===== config.mk =====
export PLATFORM = sky130hd
export DESIGN_NAME = pret_controller
export DESIGN_NICKNAME = d
export VERILOG_FILES = /design/src/sv/pret_pkg.sv /design/src/sv/pret_controller.sv
export SDC_FILE = /design/constraint.sdc
export NUM_CORES = 1
export LEC_CHECK = 0
export BUFFER_PORTS_ARGS = -buffer_cell sky130_fd_sc_hd__buf_2
export CELL_PAD_IN_SITES_DETAIL_PLACEMENT = 0
export CELL_PAD_IN_SITES_GLOBAL_PLACEMENT = 1
export CORE_AREA = 2 2 39 41
export CTS_BUF_LIST = sky130_fd_sc_hd__clkbuf_8
export DETAILED_ROUTE_END_ITERATION = 10
export DIE_AREA = 0 0 41 43
export PLACE_DENSITY = 0.64
export REMOVE_ABC_BUFFERS = 1
export SYNTH_ARGS = -nofsm -noshare
export SYNTH_HDL_FRONTEND = slang
export SYNTH_SLANG_ARGS = --single-unit

===== constraint.sdc =====
create_clock -name clock -period 3.6 [get_ports clock]
set_input_delay 0.18 -clock clock [delete_from_list [all_inputs] [get_ports clock]]
set_output_delay 0.18 -clock clock [all_outputs]
set_load 0.02 [all_outputs]

===== src/sv/pret_pkg.sv =====
// ----------------------------------------------------------------------------
// Position return and equity tracker package
// Shared constants and the command and status bundles between the
// controller and the datapath.
// ----------------------------------------------------------------------------
package pret_pkg;

   localparam int DefaultReturnFractionBits = 24;

   localparam int PriceWidth  = 32;
   localparam int ReturnWidth = 32;
   localparam int EquityWidth = 48;
   localparam int CostWidth   = 25;
   localparam int CountWidth  = 32;
   localparam int InDataWidth = 72;
   localparam int OutDataWidth = 304;

   // Equity 1.0 in Q16.32.
   localparam logic [EquityWidth-1:0] EquityOne = 48'h0001_0000_0000;

   typedef struct packed {
      logic capture;     // take the input beat, update series state, start bar divide
      logic div_step;    // one quotient bit
      logic latch_bar;   // form the bar return and equity factor
      logic div_trade;   // start the trade return divide
      logic latch_trade; // keep the trade gross return
      logic mul_lo;      // low partial product of the equity
      logic mul_hi;      // high partial product of the equity
      logic commit;      // update equity and load the result register
   } dp_cmd_type;

   typedef struct packed {
      logic first;       // captured beat starts a series
      logic trade;       // captured beat closes a long trade
      logic div_last;    // divider is on its final bit
   } dp_status_type;

endpackage


===== src/sv/pret_controller.sv =====
// ----------------------------------------------------------------------------
// Position return and equity tracker controller
// Sequences capture, the divides, the two equity partial products and the
// result hand-off.
// ----------------------------------------------------------------------------
module pret_controller (
   input  logic                   clock,
   input  logic                   reset,
   input  logic                   req_tvalid,
   output logic                   req_tready,
   output logic                   rsp_tvalid,
   input  logic                   rsp_tready,
   input  pret_pkg::dp_status_type status,
   output pret_pkg::dp_cmd_type    cmd
);
   import pret_pkg::*;

   typedef enum logic [2:0] {
      ST_IDLE, ST_DIV_BAR, ST_BAR_RES, ST_DIV_TRADE, ST_TRADE_RES,
      ST_MUL_LO, ST_MUL_HI, ST_FINISH
   } state_type;

   state_type state_ff, state_in;
   logic      rsp_valid_ff, rsp_valid_in;
   logic      out_free;

   assign out_free   = !rsp_valid_ff || rsp_tready;
   assign req_tready = (state_ff == ST_IDLE);
   assign rsp_tvalid = rsp_valid_ff;

   always_comb begin
      cmd          = '0;
      state_in     = state_ff;
      rsp_valid_in = rsp_valid_ff && !rsp_tready;
      case (state_ff)
         ST_IDLE: begin
            if (req_tvalid) begin
               cmd.capture = 1'b1;
               state_in    = ST_DIV_BAR;
            end
         end
         ST_DIV_BAR: begin
            if (status.first) begin
               state_in = ST_FINISH;
            end else begin
               cmd.div_step = 1'b1;
               if (status.div_last) state_in = ST_BAR_RES;
            end
         end
         ST_BAR_RES: begin
            cmd.latch_bar = 1'b1;
            if (status.trade) begin
               cmd.div_trade = 1'b1;
               state_in      = ST_DIV_TRADE;
            end else begin
               state_in = ST_MUL_LO;
            end
         end
         ST_DIV_TRADE: begin
            cmd.div_step = 1'b1;
            if (status.div_last) state_in = ST_TRADE_RES;
         end
         ST_TRADE_RES: begin
            cmd.latch_trade = 1'b1;
            state_in        = ST_MUL_LO;
         end
         ST_MUL_LO: begin
            cmd.mul_lo = 1'b1;
            state_in   = ST_MUL_HI;
         end
         ST_MUL_HI: begin
            cmd.mul_hi = 1'b1;
            state_in   = ST_FINISH;
         end
         ST_FINISH: begin
            if (out_free) begin
               cmd.commit   = 1'b1;
               rsp_valid_in = 1'b1;
               state_in     = ST_IDLE;
            end
         end
         default: begin
            state_in = ST_IDLE;
         end
      endcase
   end

   always_ff @(posedge clock) begin
      if (reset) begin
         state_ff     <= ST_IDLE;
         rsp_valid_ff <= 1'b0;
      end else begin
         state_ff     <= state_in;
         rsp_valid_ff <= rsp_valid_in;
      end
   end

endmodule


==> impl_results.rst, run 1 <==
.. list-table::
   :header-rows: 1

   * - Metric
     - Value
   * - Post-synthesis cell type with the largest combined area
     - dfxtp_1
   * - Number of setup violations in the final report
     - 0
   * - Average vias per placed instance
     - 4.76
   * - Starting density of the core
     - 0.230
   * - Number of post-CTS setup repair buffers
     - 0
   * - Cell-by-cell trace of the critical path
     - nand3_1, nor2b_1, buf_2
   * - Final GP Congestion
     - roughly 0.7
   * - Via Count
     - 338
   * - Reg-to-Reg Start
     - state_ff[0]$_SDFFE_PP0P_
   * - Post-synth EDFFs
     - 0
   * - H-Tree Depth
     - 1
   * - Overflow after GRT
     - 0
   * - Hold path startpoint
     - reset
   * - Inserted Diodes
     - 0
   * - CTS clk-pin slew, worst paths
     - 0.03 ns
   * - Unrepaired setup endpoints after global routing
     - false
   * - Class of the most critical setup path
     - reg -> out
   * - Final Total Pwr
     - approximately 0.25 mW
   * - CTS-repair resized insts
     - 0
   * - Crit-path slowest cell
     - dfxtp_1
   * - Worst Setup SP
     - state_ff[2]$_SDFFE_PP0P_
   * - Highest clock rate
     - 0.653 GHz
   * - Final setup skew
     - 0.00575 ns
   * - Path class of the lowest-slack min-delay path
     - in -> reg
   * - Worst-Skew Late Latency
     - approximately 0.22 ns
   * - Mean cell area of the mapped netlist
     - approximately 8 µm²
   * - Ports placed on the boundary
     - 17
   * - Most common cell in the synthesized netlist
     - a21oi_1
   * - DRC Markers
     - 0
   * - Count of distinct cell types in the synthesized netlist
     - 25
   * - Height of the die
     - 43 µm
   * - Iteration count of the initial detailed-routing pass
     - 2
   * - Port-buffer cells
     - 16
   * - Clock buffers created by TritonCTS
     - 3
   * - Run status
     - complete, no violations
   * - VDD IR max
     - between 0.2 and 0.25 mV
   * - Setup TNS after final layout
     - 0 ns
   * - Share of final-layout standard cells stronger than drive strength 1
     - 0.436
   * - Number of max-capacitance violations reported
     - 0
   * - Number of register bits inferred by synthesis
     - 4
   * - Area growth from synthesis to final layout
     - 35.8%
   * - Hold violation total from the final report
     - 0
   * - Top FF cell, synth
     - dfxtp_1
   * - Filler cell count
     - around 160
   * - Synth top area share
     - 0.252
   * - Ratio of total power to cell area
     - 588 nW/µm²
   * - Slew @ Worst Pin
     - 0.382 ns
   * - CP max stage delay
     - between 0.5 and 0.6 ns
   * - CTS Hold Buffers Added
     - 0
   * - Post-detailed-placement half-perimeter wirelength
     - 551 µm
   * - Clk sink count
     - 4
   * - Top cell types by occurrence after synthesis
     - 5 x a21oi_1, 4 x dfxtp_1, 3 x nor3_1, 3 x nor3b_1
   * - CTS tree
     - yes
   * - Die Area
     - 1760 µm²
   * - Pin count of the biggest net entering global routing
     - 12
   * - Mean routed wirelength per cell
     - a little over 10 µm
   * - Leakage power summed over all cells
     - 0.211 nW
   * - Horiz. Die Dim
     - 41 µm
   * - Fraction of the yosys area taken by sequential cells
     - 0.252
   * - Synth area leaders
     - dfxtp_1 25%, a21oi_1 7.9%, buf_6 7.1%
   * - Number of placement rows
     - 14
   * - WP data required
     - 3.42 ns
   * - Post-route clock period utilization
     - 0.425
   * - Min Clock Period, post-route
     - between 1.5 and 2 ns
   * - Post-Synthesis Cell Area
     - 318 µm²
   * - Post-Synthesis Cells
     - 39
   * - Root buffer cell
     - clkbuf_8
   * - Core region area
     - about 1400 µm²
   * - Worst-case clock buffer depth
     - 2
   * - Total global routing track utilization
     - 0.103
   * - Antenna violations before repair
     - 0
   * - Fin nets
     - 64
   * - First-pass GRT wire length
     - between 1 and 1.5 mm
   * - Number of slew-limit violations in the final report
     - 0
   * - Worst endpoint data arrival time
     - approximately 1.4 ns
   * - Category of the worst setup path launch point
     - flip-flop
   * - Share of flip-flops with an asynchronous set or reset after synthesis
     - 0
   * - Kind of end point of the critical path
     - output pin
   * - Post-place instance area
     - 390 µm²
   * - Post-route design area
     - around 430 µm²
   * - Post-detailed-routing wire length
     - just over 700 µm
   * - Initial drt markers
     - 5
   * - Number of global-route vias before repair
     - about 290
   * - Ys Warns
     - 0
   * - Antenna violation net count after detailed routing
     - 0
   * - Maximum fanout count along the critical path
     - 11
   * - Worst relative slew slack
     - 0.745
==> state kept, by name, summed over array words and instances (netlist names) <==
register,count
rsp_tvalid,1
state_ff,3
==> routing by layer <==
layer / global-route usage / vias to the layer above / routed length, µm
li1: - / 172 / -
met1: 0.129 / 146 / 345
met2: 0.128 / 16 / 272
met3: 0.0471 / 4 / 79
met4: 0.0800 / 0 / 23
met5: 0 / - / 0
==> critical path, delay by kind of cell (launching register included) <==
kind / cells / cell delay [ns]
flops: 1 / 0.54
simple gates: 2 / 0.40
buf+inv: 1 / 0.19
==> cell families (layout without fill, tap and decap cells) <==
| kind of cell | after synthesis | count (layout) | share of synthesized area |
|---|---|---|---|
| simple gates | 18 | 18 | 0.374 |
| compound gates | 11 | 11 | 0.228 |
| flops | 4 | 4 | 0.252 |
| buf+inv | 5 | 21 | 0.110 |
| mux | 1 | 1 | 0.0354 |
==> final timing paths <==
path                         endpoint  slack (ns)  depth (start not counted)
max reg2reg  state_ff[1]$_SDFFE_PP0P_        2.17                          3
max                            cmd[0]        2.07                          3
min             rsp_tvalid$_SDFF_PP0_        0.17                          2
min reg2reg     rsp_tvalid$_SDFF_PP0_        0.53                          2
==> stage by stage <==
| step | instances | setup WS, ns | utilization | hold slack, ns |
|---|---|---|---|---|
| 2_1_floorplan | 36 | 2.05 | - | 0.249 |
| 3_3_place_gp | 68 | 2.14 | 0.282 | 0.393 |
| 3_5_place_dp | 68 | 2.16 | 0.282 | 0.396 |
| 4_1_cts | 71 | 2.06 | 0.312 | 0.172 |
| 5_1_grt | 71 | 1.95 | 0.312 | 0.185 |
| 6_report | 71 | 2.07 | 0.312 | 0.174 |
==> cell type report <==
type | count | area [µm²] | share of cell area
sequential | 4 | 80.1 | 0.186
clock buffer | 3 | 41.3 | 0.0957
inverter | 2 | 7.51 | 0.0174
tap | 16 | 20.0 | 0.0464
multi-input combinational | 30 | 203 | 0.470
timing repair buffer | 16 | 80.1 | 0.186
==> placed cells by master (no fill, tap or decap) <==
cell,instances
nor3_1,3
nor2_1,1
or4b_1,1
inv_1,2
nor3b_1,3
nor2_4,1
and2_1,2
a21oi_1,5
and3_2,1
dfxtp_1,4
o21a_1,1
buf_2,16
mux2_2,1
nand2_1,1
nand3_1,1
o211ai_1,1
o21bai_1,1
o31a_2,1
nor2b_1,1
or3_1,1
clkbuf_8,3
nand2b_1,1
o211a_1,1
and2b_2,1
o21ai_0,1
==> where the power goes <==
part | leakage [nW] | switching (mW) | internal (mW) | total [mW]
registers | 0.0329 | 0.0173 | 0.0517 | 0.0690
logic | 0.157 | 0.0487 | 0.0405 | 0.0892
clock network | 0.0216 | 0.0244 | 0.0714 | 0.0958
Note: power is estimated with default switching activity, not from simulation.
==> inputs of run 2 (changes only) <==
--- a/config.mk
+++ b/config.mk
@@ -12,7 +12,7 @@
 export CTS_BUF_LIST = sky130_fd_sc_hd__clkbuf_8
 export DETAILED_ROUTE_END_ITERATION = 10
 export DIE_AREA = 0 0 41 43
-export PLACE_DENSITY = 0.64
+export PLACE_DENSITY = 0.66
 export REMOVE_ABC_BUFFERS = 1
 export SYNTH_ARGS = -nofsm -noshare
 export SYNTH_HDL_FRONTEND = slang
==> constraint.sdc (replaced) <==
create_clock -name clock -period 1.4 [get_ports clock]
set_input_delay 0.07 -clock clock [delete_from_list [all_inputs] [get_ports clock]]
set_output_delay 0.07 -clock clock [all_outputs]
set_load 0.02 [all_outputs]
==> impl_results.rst, run 2 (synthesized netlist as in run 1, its figures left out) <==
.. list-table::
   :header-rows: 1

   * - Metric
     - Value
   * - Number of slew-limit violations in the final report
     - 0 (unchanged)
   * - Via Count
     - 342 (+1.2%)
   * - Post-detailed-routing wire length
     - 777 µm (+7.8%)
   * - Reg-to-Reg Start
     - state_ff[0]$_SDFFE_PP0P_
   * - Share of final-layout standard cells stronger than drive strength 1
     - 0.526 (+0.0900)
   * - Root buffer cell
     - clkbuf_8
   * - Fin util
     - 0.333 (+0.0208)
   * - Clock buffers created by TritonCTS
     - 3 (unchanged)
   * - Post-route design area
     - 460 µm² (+6.7%)
   * - Worst hold path stage count
     - 2 (unchanged)
   * - Category of the worst setup path launch point
     - flip-flop
   * - Total global routing track utilization
     - 0.100 (-0.00221)
   * - Number of setup violations in the final report
     - 0 (unchanged)
   * - Run status
     - complete, no violations
   * - WP data required
     - 1.33 ns (-2.09 ns)
   * - Number of max-capacitance violations reported
     - 0 (unchanged)
   * - Post-route clock period utilization
     - 0.941
   * - CTS tree
     - yes
   * - CTS clk-pin slew, worst paths
     - 0.03 ns (about the same)
   * - Post-detailed-placement half-perimeter wirelength
     - 581 µm (+5.4%)
   * - Inserted Diodes
     - 0 (unchanged)
   * - Final GP Congestion
     - 0.643 (-8.2%)
   * - Worst-Skew Late Latency
     - 0.22 ns (about the same)
   * - Area growth from synthesis to final layout
     - 44.9%
   * - Cell-by-cell trace of the critical path
     - buf_4, nand3_1, nor2b_2, buf_2
   * - Clk sink count
     - 4 (unchanged)
   * - Number of global-route vias before repair
     - 311 (+7.6%)
   * - Worst endpoint data arrival time
     - 1.25 ns (-0.10 ns)
   * - Multi-input combinational cell area
     - 215 µm² (+6.2%)
   * - Fin nets
     - 66 (+3.1%)
   * - Post-place instance area
     - 405 µm² (+3.8%)
   * - Number of buffers and inverters on the critical path
     - 2 (+1)
   * - Slack of the worst reg-to-reg path
     - 0.13 ns (-2.04 ns)
   * - Path class of the lowest-slack min-delay path
     - in -> reg
   * - First-pass GRT wire length
     - 1.21 mm (+4.1%)
   * - Area taken by flip-flops and latches
     - 81.3 µm² (+1.6%)
   * - Worst-case clock buffer depth
     - 2 (unchanged)
   * - Hold path endpoint
     - rsp_tvalid$_SDFF_PP0_
   * - Horiz. Die Dim
     - 41 µm (unchanged)
   * - Die Area
     - 1760 µm² (unchanged)
   * - Leakage power summed over all cells
     - 0.228 nW (+8.1%)
   * - Starting density of the core
     - 0.230 (unchanged)
   * - Leading cell types in the layout, fill and taps excluded
     - 16 x buf_2, 5 x a21oi_1, 3 x clkbuf_8, 3 x dfxtp_1
   * - Core region area
     - 1380 µm² (unchanged)
   * - CP max stage delay
     - 0.36 ns (-0.18 ns)
   * - Largest register FFs
     - 3 (unchanged)
   * - Initial drt markers
     - 5 (unchanged)
   * - Worst relative slew slack
     - 0.843 (+0.0985)
   * - Ports placed on the boundary
     - 17 (unchanged)
   * - Class of the most critical setup path
     - reg -> out
   * - M3 GR Usage
     - 0.0366 (-0.0105)
   * - Height of the die
     - 43 µm (unchanged)
   * - Highest clock rate
     - roughly 0.76 GHz
   * - Number of placement rows
     - 14 (unchanged)
   * - Mean routed wirelength per cell
     - 10.6 µm (+4.8%)
   * - Final Total Pwr
     - 0.680 mW (+170%)
   * - H-Tree Depth
     - 1 (unchanged)
   * - Antenna violation net count after detailed routing
     - 0 (unchanged)
   * - Global-route track usage on met1
     - 0.112 (-0.0169)
   * - Ratio of total power to cell area
     - 1480 nW/µm² (+150%)
   * - Filler cell count
     - 154 (-0.65%)
   * - Antenna violations before repair
     - 0 (unchanged)
   * - Final setup skew
     - 0.00488 ns (-0.000871 ns)
   * - Critical path's top delay family
     - flip-flops
   * - Pin count of the biggest net entering global routing
     - 12 (unchanged)
   * - Iteration count of the initial detailed-routing pass
     - 4 (+2)
   * - Largest register by flop count
     - state_ff
   * - Hold violation total from the final report
     - 0 (unchanged)
   * - VDD IR max
     - 0.565 mV (+170%)
   * - Average vias per placed instance
     - 4.68 (-1.6%)
   * - Unrepaired setup endpoints after global routing
     - false
   * - Overflow after GRT
     - 0 (unchanged)
   * - Min Clock Period, post-route
     - about 1.3 ns
   * - Port-buffer cells
     - 16 (unchanged)
   * - Cell count of the worst reg-to-reg path
     - 3 (unchanged)
   * - Most frequent standard cell in the layout excluding fill and tap cells
     - buf_2
   * - Kind of end point of the critical path
     - output pin
   * - Endpoint of the most critical register-to-register path
     - state_ff[1]$_SDFFE_PP0P_
   * - Slew @ Worst Pin
     - 0.235 ns (-0.147 ns)
   * - Crit-path slowest cell
     - dfxtp_1
   * - Number of post-CTS setup repair buffers
     - 0 (unchanged)
   * - Busiest grt layer
     - met2
   * - DRC Markers
     - 0 (unchanged)
   * - Global routing met2 resource utilization
     - 0.153 (+0.0250)
   * - Maximum fanout count along the critical path
     - 8 (-3)
   * - Hold path startpoint
     - reset
==> run 2: cell types whose count changed in the layout (fill, tap and decap cells not counted), sizes merged <==
| cell | before | now |
|---|---|---|
| buf | 16 | 18 |
==> run 2: per-stage QoR <==
step	hold WS, ns	std cells	setup slack (ns)	TNS [ns]
2_1_floorplan	0.139	36	-0.0386	-0.0504
3_3_place_gp	0.281	70	0.149	0
3_5_place_dp	0.280	70	0.144	0
4_1_cts	0.0574	73	0.0381	0
5_1_grt	0.0662	73	0.00154	0
6_report	0.0592	73	0.0832	0
==> run 2: area by class of cell <==
class,count,share of cell area
timing repair buffer,18,0.207
sequential,4,0.177
multi-input combinational,30,0.467
clock buffer,3,0.0897
tap,16,0.0435
inverter,2,0.0163
==> run 2: repair_timing <==
action                     4_1_cts  5_1_grt
setup endpoints to repair        1        3
resized for setup                1        3
hold buffers                     0        0
==> run 2: worst max path at each step <==
stage                        startpoint  cells past startpoint                  endpoint
6_report       state_ff[1]$_SDFFE_PP0P_                      4                    cmd[0]
5_1_grt        state_ff[0]$_SDFFE_PP0P_                      4                    cmd[0]
4_1_cts        state_ff[1]$_SDFFE_PP0P_                      4                    cmd[7]
3_5_place_dp   state_ff[2]$_SDFFE_PP0P_                      3  state_ff[1]$_SDFFE_PP0P_
3_3_place_gp   state_ff[2]$_SDFFE_PP0P_                      3  state_ff[1]$_SDFFE_PP0P_
2_1_floorplan  state_ff[1]$_SDFFE_PP0P_                      2                    cmd[4]
==> run 2: where the power goes <==
part | internal [mW] | switching (mW)
sequential | 0.134 | 0.0298
clock | 0.183 | 0.0582
combinational | 0.124 | 0.151
==> run 2: routing by layer <==
| layer | up-vias | wire, µm |
|---|---|---|
| li1 | 177 | - |
| met1 | 152 | 343 |
| met2 | 13 | 352 |
| met3 | 0 | 82 |
| met4 | 0 | 0 |
| met5 | - | 0 |
==> run 2: worst register-to-register path, delay by kind of cell (launching register included) <==
family                 cells  cell delay, ns
AND/OR/NAND/NOR            1            0.54
flip-flops                 1            0.36
AO/OA/AOI/OAI              1            0.14
buffers and inverters      1            0.12
==> inputs of run 3 (changes only) <==
--- a/config.mk
+++ b/config.mk
@@ -12,7 +12,7 @@
 export CTS_BUF_LIST = sky130_fd_sc_hd__clkbuf_8
 export DETAILED_ROUTE_END_ITERATION = 10
 export DIE_AREA = 0 0 41 43
-export PLACE_DENSITY = 0.66
+export PLACE_DENSITY = 0.64
 export REMOVE_ABC_BUFFERS = 1
 export SYNTH_ARGS = -nofsm -noshare
 export SYNTH_HDL_FRONTEND = slang
==> constraint.sdc (replaced) <==
create_clock -name clock -period 1.6 [get_ports clock]
set_input_delay 0.08 -clock clock [delete_from_list [all_inputs] [get_ports clock]]
set_output_delay 0.08 -clock clock [all_outputs]
set_load 0.02 [all_outputs]
==> impl_results.rst, run 3 (synthesized netlist as in run 1, its figures left out) <==
.. list-table::
   :header-rows: 1

   * - Metric
     - Value
   * - Run status
     - complete, no violations
   * - Final Total Pwr
     - 0.577 mW (-15%)
   * - Share of power burned in registers
     - 0.253 (+0.012)
   * - Slew @ Worst Pin
     - 0.383 ns (+0.147 ns)
   * - Largest register by flop count
     - state_ff
   * - Area growth from synthesis to final layout
     - 38.2%
   * - Starting density of the core
     - 0.230 (unchanged)
   * - Total global routing track utilization
     - 0.107 (+0.00623)
   * - DRC Markers
     - 0 (unchanged)
   * - Final setup skew
     - 0.00330 ns (-0.00159 ns)
   * - Height of the die
     - 43 µm (unchanged)
   * - Fin nets
     - 65 (-1.5%)
   * - WP data required
     - 1.52 ns (+0.19 ns)
   * - Worst-case clock buffer depth
     - 2 (unchanged)
   * - Category of the worst setup path launch point
     - flip-flop
   * - Worst endpoint data arrival time
     - 1.38 ns (+0.13 ns)
   * - Setup TNS after final layout
     - 0 ns (unchanged)
   * - Min Hold Slack
     - 0.0569 ns (-0.00229 ns)
   * - Worst relative slew slack
     - 0.745 (-0.0986)
   * - Leakage power summed over all cells
     - 0.216 nW (-5.2%)
   * - CTS Hold Buffers Added
     - 0 (unchanged)
   * - Clk sink count
     - 4 (unchanged)
   * - Number of slew-limit violations in the final report
     - 0 (unchanged)
   * - Port-buffer cells
     - 16 (unchanged)
   * - Hold violation total from the final report
     - 0 (unchanged)
   * - Ratio of total power to cell area
     - 1310 nW/µm² (-11%)
   * - Root buffer cell
     - clkbuf_8
   * - Core region area
     - 1380 µm² (unchanged)
   * - Die Area
     - 1760 µm² (unchanged)
   * - Min Clock Period, post-route
     - roughly 1.5 ns
   * - Worst-Skew Late Latency
     - 0.21 ns (about the same)
   * - Clock buffers created by TritonCTS
     - 3 (unchanged)
   * - Combinational cell fraction of total power
     - 0.384 (-0.020)
   * - Most frequent standard cell in the layout excluding fill and tap cells
     - buf_2
   * - Post-detailed-placement half-perimeter wirelength
     - 603 µm (+3.8%)
   * - Switching part of the total power
     - 0.351 (-0.000391)
   * - Maximum fanout count along the critical path
     - 7 (-1)
   * - Pin count of the biggest net entering global routing
     - 12 (unchanged)
   * - Horiz. Die Dim
     - 41 µm (unchanged)
   * - CTS tree
     - yes
   * - H-Tree Depth
     - 1 (unchanged)
   * - VDD IR max
     - 0.496 mV (-12%)
   * - Clock group share of total power
     - 0.363 (+0.008)
   * - Class of the most critical setup path
     - reg -> out
   * - CTS clk-pin slew, worst paths
     - 0.03 ns (about the same)
   * - Highest clock rate
     - a little under 0.7 GHz
   * - Number of global-route vias before repair
     - 303 (-2.6%)
   * - Cell Int Power
     - 0.374 mW (-15%)
   * - Slack of the critical path
     - 0.140 ns (+0.0569 ns)
   * - Ports placed on the boundary
     - 17 (unchanged)
   * - CTS-repair resized insts
     - 0 (-1)
   * - Initial drt markers
     - 8 (+3)
   * - Antenna violation net count after detailed routing
     - 0 (unchanged)
   * - Overflow after GRT
     - 0 (unchanged)
   * - Inserted Diodes
     - 0 (unchanged)
   * - Unrepaired setup endpoints after global routing
     - false
   * - Path class of the lowest-slack min-delay path
     - in -> reg
   * - Number of post-CTS setup repair buffers
     - 0 (unchanged)
   * - Post-detailed-routing wire length
     - 755 µm (-2.8%)
   * - Mean routed wirelength per cell
     - 10.5 µm (-1.5%)
   * - Leading cell types in the layout, fill and taps excluded
     - 16 x buf_2, 5 x a21oi_1, 4 x dfxtp_1
   * - Antenna violations before repair
     - 0 (unchanged)
   * - Largest register FFs
     - 3 (unchanged)
   * - Net Switching
     - 0.203 mW (-15%)
   * - Post-route clock period utilization
     - 0.912
   * - Average vias per placed instance
     - 4.51 (-3.7%)
   * - First-pass GRT wire length
     - 1.28 mm (+6.3%)
   * - Number of placement rows
     - 14 (unchanged)
   * - Via Count
     - 325 (-5.0%)
   * - Post-placement worst setup slack
     - 0.222 ns (+0.0781 ns)
   * - Number of setup violations in the final report
     - 0 (unchanged)
   * - Kind of end point of the critical path
     - output pin
   * - Iteration count of the initial detailed-routing pass
     - 2 (-2)
   * - Share of final-layout standard cells stronger than drive strength 1
     - 0.446 (-0.0799)
   * - Number of max-capacitance violations reported
     - 0 (unchanged)
   * - Final GP Congestion
     - 0.694 (+7.9%)
run 3: stage by stage:
step | cells | area, µm² | util
floorplan | 36 | 290 | -
global placement | 69 | 398 | 0.288
detailed placement | 69 | 398 | 0.288
CTS | 72 | 439 | 0.317
global route | 72 | 439 | 0.317
finish | 72 | 439 | 0.317
run 3: final timing paths:
| path | to | from | slack (ns) | depth (start not counted) |
|---|---|---|---|---|
| worst max-delay path | cmd[7] | state_ff[1]$_SDFFE_PP0P_ | 0.14 | 4 |
| worst min-delay path | rsp_tvalid$_SDFF_PP0_ | reset | 0.06 | 2 |
| worst max register to register | state_ff[1]$_SDFFE_PP0P_ | state_ff[0]$_SDFFE_PP0P_ | 0.21 | 3 |
| worst min register to register | rsp_tvalid$_SDFF_PP0_ | rsp_tvalid$_SDFF_PP0_ | 0.53 | 2 |
run 3: worst max-delay path, cell delays in order, from the launching register on:
cell and delay, ns:
dfxtp_1 0.33, buf_4 0.16, nor3_1 0.34, and2_1 0.18
buf_2 0.15
run 3: area by class of cell:
type / instances / area (µm²)
Tap cell: 16 / 20.0
Inverter: 2 / 7.51
Timing Repair Buffer: 17 / 87.6
Sequential cell: 4 / 80.1
Clock buffer: 3 / 41.3
Fill cell: 158 / 945
Multi-Input combinational cell: 30 / 203
run 3: power by group through the flow:
stage / Clock (mW) / Sequential [mW] / Combinational (mW)
after floorplan: 0 / 0.147 / 0.150
after global placement: 0 / 0.148 / 0.225
after detailed placement: 0 / 0.148 / 0.223
after CTS: 0.217 / 0.146 / 0.223
after global routing: 0.222 / 0.151 / 0.247
final: 0.210 / 0.146 / 0.221
run 3: per-layer routing:
metal	global-route usage	vias up	wire, µm
met2	0.141	13	329
met1	0.145	137	365
met4	0.0600	0	0
li1	-	175	-
met5	0	-	0
met3	0.0366	0	60
